File: config.mk
export PLATFORM = sky130hd
export DESIGN_NAME = tlfk_cordic
export DESIGN_NICKNAME = d
export VERILOG_FILES = /design/src/rtl/two_link_forward_kinematics_assert.svh /design/src/rtl/tlfk_pkg.sv /design/src/rtl/tlfk_cordic.sv
export SDC_FILE = /design/constraint.sdc
export NUM_CORES = 2
export LEC_CHECK = 0
export BUFFER_PORTS_ARGS = -buffer_cell sky130_fd_sc_hd__buf_2
export CAP_MARGIN = 5
export CORE_UTILIZATION = 37
export CTS_CLUSTER_DIAMETER = 40
export DETAILED_ROUTE_END_ITERATION = 10
export GPL_TIMING_DRIVEN = 0
export PLACE_DENSITY_LB_ADDON = 0.2
export SETUP_SLACK_MARGIN = 0.15
export SLEW_MARGIN = 5
export SYNTH_ARGS = -nofsm -noshare
export SYNTH_HDL_FRONTEND = slang
export SYNTH_SLANG_ARGS = --single-unit
export TNS_END_PERCENT = 30
File: constraint.sdc
create_clock -name aclk -period 4.45 [get_ports aclk]
set_input_delay 1.1125 -clock aclk [delete_from_list [all_inputs] [get_ports aclk]]
set_output_delay 1.1125 -clock aclk [all_outputs]
set_load 0.01 [all_outputs]
File: src/rtl/two_link_forward_kinematics_assert.svh
// Assertion macros for the two-link forward kinematics block.
`ifndef TWO_LINK_FORWARD_KINEMATICS_ASSERT_SVH
`define TWO_LINK_FORWARD_KINEMATICS_ASSERT_SVH

`define TLFK_ASSERT_IMPL(label, clk, rstn, ante, cons, msg) \
    label: assert property (@(posedge clk) disable iff (!rstn) (ante) |-> (cons)) \
        else $error(msg);

`define TLFK_ASSERT_NEXT(label, clk, rstn, ante, cons, msg) \
    label: assert property (@(posedge clk) disable iff (!rstn) (ante) |=> (cons)) \
        else $error(msg);

`endif

File: src/rtl/tlfk_pkg.sv
package tlfk_pkg;

    localparam int ANGLE_W = 16;
    localparam int LEN_W   = 16;
    localparam int OUT_W   = 18;
    localparam int CW      = 34;   // CORDIC x/y/z width, Q30 with headroom
    localparam int TABLE_LEN = 24;

    localparam logic signed [17:0] PI_Q13      = 18'sd25736;
    localparam logic signed [17:0] TWO_PI_Q13  = 18'sd51472;
    localparam logic signed [17:0] HALF_PI_Q13 = 18'sd12868;
    localparam logic signed [CW-1:0] GAIN_Q30  = 34'sd652032874;

    localparam logic [3:0] REG_L1   = 4'd0;
    localparam logic [3:0] REG_L2   = 4'd1;
    localparam logic [3:0] REG_OFF1 = 4'd2;
    localparam logic [3:0] REG_OFF2 = 4'd3;

    localparam logic signed [CW-1:0] ATAN_Q30 [TABLE_LEN] = '{
        34'sd843314856, 34'sd497837829, 34'sd263043836, 34'sd133525158,
        34'sd67021686, 34'sd33543515, 34'sd16775850, 34'sd8388437,
        34'sd4194282, 34'sd2097149, 34'sd1048575, 34'sd524287,
        34'sd262143, 34'sd131071, 34'sd65535, 34'sd32767,
        34'sd16383, 34'sd8191, 34'sd4095, 34'sd2047,
        34'sd1023, 34'sd511, 34'sd255, 34'sd127
    };

    // Angle wrap into [-pi, pi); input range needs at most three corrections.
    function automatic logic signed [17:0] wrap_angle(input logic signed [17:0] v);
        logic signed [17:0] r;
        r = v;
        for (int k = 0; k < 3; k++) begin
            if (r >= PI_Q13) begin
                r = r - TWO_PI_Q13;
            end else if (r < -PI_Q13) begin
                r = r + TWO_PI_Q13;
            end
        end
        return r;
    endfunction

    typedef struct packed {
        logic               valid;
        logic               neg;
        logic signed [CW-1:0] x;
        logic signed [CW-1:0] y;
        logic signed [CW-1:0] z;
    } cordic_lane_t;

endpackage

File: src/rtl/tlfk_cordic.sv
// Pipelined rotation-mode CORDIC; one stage per register, advance on enable.
module tlfk_cordic #(
    parameter int STAGES = 16
) (
    input  logic                          aclk,
    input  logic                          aresetn,
    input  logic                          en,
    input  logic                          in_valid,
    input  logic signed [17:0]            angle,
    output logic                          out_valid,
    output logic signed [tlfk_pkg::CW-1:0] cos_q30,
    output logic signed [tlfk_pkg::CW-1:0] sin_q30
);
    localparam int NST = (STAGES < tlfk_pkg::TABLE_LEN) ? STAGES : tlfk_pkg::TABLE_LEN;

    tlfk_pkg::cordic_lane_t lane_reg [NST+1];
    tlfk_pkg::cordic_lane_t lane_next [NST+1];

    logic signed [17:0] folded;
    logic               fold_neg;

    always_comb begin
        folded   = angle;
        fold_neg = 1'b0;
        if (angle > tlfk_pkg::HALF_PI_Q13) begin
            folded   = angle - tlfk_pkg::PI_Q13;
            fold_neg = 1'b1;
        end else if (angle < -tlfk_pkg::HALF_PI_Q13) begin
            folded   = angle + tlfk_pkg::PI_Q13;
            fold_neg = 1'b1;
        end
        lane_next[0].valid = in_valid;
        lane_next[0].neg   = fold_neg;
        lane_next[0].x     = tlfk_pkg::GAIN_Q30;
        lane_next[0].y     = '0;
        lane_next[0].z     = {folded[tlfk_pkg::CW-18:0], 17'd0};
        for (int i = 0; i < NST; i++) begin
            lane_next[i+1].valid = lane_reg[i].valid;
            lane_next[i+1].neg   = lane_reg[i].neg;
            if (!lane_reg[i].z[tlfk_pkg::CW-1]) begin
                lane_next[i+1].x = lane_reg[i].x - (lane_reg[i].y >>> i);
                lane_next[i+1].y = lane_reg[i].y + (lane_reg[i].x >>> i);
                lane_next[i+1].z = lane_reg[i].z - tlfk_pkg::ATAN_Q30[i];
            end else begin
                lane_next[i+1].x = lane_reg[i].x + (lane_reg[i].y >>> i);
                lane_next[i+1].y = lane_reg[i].y - (lane_reg[i].x >>> i);
                lane_next[i+1].z = lane_reg[i].z + tlfk_pkg::ATAN_Q30[i];
            end
        end
    end

    always_ff @(posedge aclk) begin
        for (int i = 0; i <= NST; i++) begin
            if (!aresetn) begin
                lane_reg[i].valid <= 1'b0;
            end else if (en) begin
                lane_reg[i].valid <= lane_next[i].valid;
            end
            if (en) begin
                lane_reg[i].neg <= lane_next[i].neg;
                lane_reg[i].x   <= lane_next[i].x;
                lane_reg[i].y   <= lane_next[i].y;
                lane_reg[i].z   <= lane_next[i].z;
            end
        end
    end

    assign out_valid = lane_reg[NST].valid;
    assign cos_q30   = lane_reg[NST].neg ? -lane_reg[NST].x : lane_reg[NST].x;
    assign sin_q30   = lane_reg[NST].neg ? -lane_reg[NST].y : lane_reg[NST].y;
endmodule

==> reports/results.ini <==
[run_status]
status=finished with violations
failed_checks=negative setup slack

[setup_path]
cpPeakStageDelay_ns=0.57
rr_worst_depth=20
worstReg2RegStart=lane_reg[10][78]
crit_arrival_ns=4.29
reg2reg_setup_slack_ns=-0.35
critPathSlowestCell=or4_4
path_cells=or4_4, or3_1, or2_1, or4_4, or3_4, or3_4, or2_4, o41ai_4, xnor2_1, buf_2
startpoint_type=flip-flop
crit_fanout=4
end_kind=output port
required_ns=3.34
critical_path_class=reg -> out
r2r-end=lane_reg[11][65]

[worst_hold_path]
worstHoldEndpoint=lane_reg[0][18]
whs_path_depth=1
min-delay-start=angle[1]
hold_class=in -> reg

[clock_network]
cts_buffer_depth=4
h-tree-depth=5
clk-insertion-delay-late_ns=0.89
hold_buffers=0
clk_pin_slew_ns=0.05
clkSinkCount=1491
cts-buffers-inserted=299
clock-root-buffer=clkbuf_16
cts_tree=built

[synthesis]
yosysUniqueCellTypes=88
synthSimpleGateAreaFrac_pct=13.7
synthCells=13300
synth_mux_area_share_pct=1.09
synth_fp_nets=14800
synth_flop_cell=edfxtp_1
synth_compound_area_share_pct=20.2
synthAdderAreaFrac_pct=14.5
synth_area_um2=127000
synth_top_family_by_area=compound AO/OA/AOI/OAI gates
synth_edf_count=1490
seq_area_frac_synth_pct=35.3
ys_warn_count=0
yosys_register_bits=1491
syn-mean-instance-area_um2=9.54
async_flop_share_pct=0
synthXorXnorAreaFrac_pct=12.9

[detailed_routing]
wl_per_cell_um=18.1
ant_nets=0
drc=0
first_iter_violations=6164
vias=103000
vias_per_cell=5.39
wl_um=347000
drtPass1Iterations=5

[sta]
report.final.slew_viol_count=0
worst_slack_ns=-0.950
fmax_mhz=185
finalHoldViolations=0
slew_headroom_pct=29.6
finalSetupViolCount=36
finClkSkew_ns=0.0454
period_minus_slack_ns=5.40
rsz0062_at_grt=yes
tightest_slew_ns=1.06
fin_crit_sh_pct=121
hold_ws_ns=0.411

[global_route]
grt_pass1_vias=98500
grt_max_degree=177
antenna_found_initial=4
grt-ovfl-total=0
grt_pass1_wl_um=542000
gr-usage-all-layers_pct=19.2

[finish]
largest_reg_flops=1491
final_common_cell=edfxtp_1
final-instance-count-excl-fill=19200
layout_common_cells=edfxtp_1 (1490), ha_1 (1342), a21oi_1 (1279)
finish.instance_area_um2=155000
area_growth_pct=22.4
final_net_count=15800
drive_above_1_share_pct=16.1

[placed_design]
port_buffers=85
place_hpwl_um=262000
dpl-instance-area_um2=134000
gp_congestion=0.873
dp_slack_ns=-2.57
dp.cells=17900

[floorplanning]
start_util_pct=37.3
die_w_um=588
die_area_um2=345000
fp.dieH_um=588
io-pin-count=91
core_area_um2=341000
rows=214

[flow_run]
cap_violations=0

## worst max-delay path: cells and delay by family (launching register included)
kind / cells / cell delay [ns]
flip-flops: 1 / 0.38
buffers and inverters: 1 / 0.15
XOR/XNOR: 1 / 0.15
AND/OR/NAND/NOR: 7 / 2.54
AO/OA/AOI/OAI: 1 / 0.22
## Yosys cell counts, types with 26 or more instances
cell type,n,area [um2]
nand2b_1,208,1300
ha_1,1412,17700
a2111oi_0,29,254
fa_1,40,801
a211oi_1,124,931
o211ai_1,83,623
xnor2_1,1217,10700
a221o_1,28,280
or4_1,56,420
a31oi_1,177,1110
clkbuf_1,157,589
nand3_1,238,1190
nand2_1,612,2300
o21a_1,234,1760
nor3_1,368,1840
o41ai_1,51,447
mux2_2,46,518
a221oi_1,42,368
nor4_1,89,557
mux2i_1,87,871
o21bai_1,168,1260
xor2_1,648,5680
or3_1,103,644
buf_1,35,131
a21o_1,594,4460
o21ai_0,663,3320
a31o_2,27,236
nand4_1,87,544
and2_1,82,513
a211o_1,33,289
o31ai_1,96,721
edfxtp_1,1490,44700
nor2_1,1146,4300
or2_2,62,388
o31a_1,42,368
nor2b_1,197,1230
inv_1,598,2240
a21oi_1,1378,6900
and3_1,147,920
nor3b_1,34,255
nand3b_1,26,195
a21boi_0,44,330
## cell type report
class | instances | area, um2
diodes | 3 | 7.51
plain buffers | 194 | 1280
clock buffers | 345 | 7870
clock inverters | 199 | 2270
fillers | 32500 | 185000
inverters | 603 | 2330
multi-input cells | 11000 | 85100
flip-flops and latches | 1491 | 44800
well taps | 4536 | 5680
repair buffers | 759 | 6000
repair inverters | 4 | 20.0
## stage by stage
stage,setup TNS [ns],utilization (%)
floorplan,0,-
global placement,-,39.2
detailed placement,-744.78,39.3
CTS,-22.91,44.3
global route,-24.99,45.6
finish,-12.59,45.6
## metal layers
layer  global-route usage, %  share of wire, %  vias up
met5                       0                 0        -
met4                    4.84               2.4        0
met3                    2.33               4.4      452
met2                    32.4                47     1997
met1                    26.0                47    48900
li1                        -                 -    51900
## cells by family after synthesis
family | count (synthesis)
compound gates | 4031
buf+inv | 798
mux | 133
flops | 1491
xor+xnor | 1865
simple gates | 3538
fa+ha+maj | 1452
## worst max path at each step
stage	end	from	slack, ns
floorplan	lane_reg[11][65]	lane_reg[10][81]	0.02
global placement	lane_reg[3][103]	en	-22.89
detailed placement	lane_reg[5][67]	lane_reg[4][33]	-2.57
CTS	cos_q30[32]	lane_reg[16][83]	-1.04
global route	cos_q30[28]	lane_reg[16][82]	-1.09
finish	cos_q30[32]	lane_reg[16][82]	-0.95
## repair_timing
item / 4_1_cts / 5_1_grt
endpoints found under the setup margin: 981 / 379
cloned: 4 / 0
buffers inserted: 365 / 296
resized for setup: 877 / 539
pin swaps: 316 / 367
Power is not shown: default switching activity piles up to over one toggle a cycle in this logic, so the estimate is an artifact.
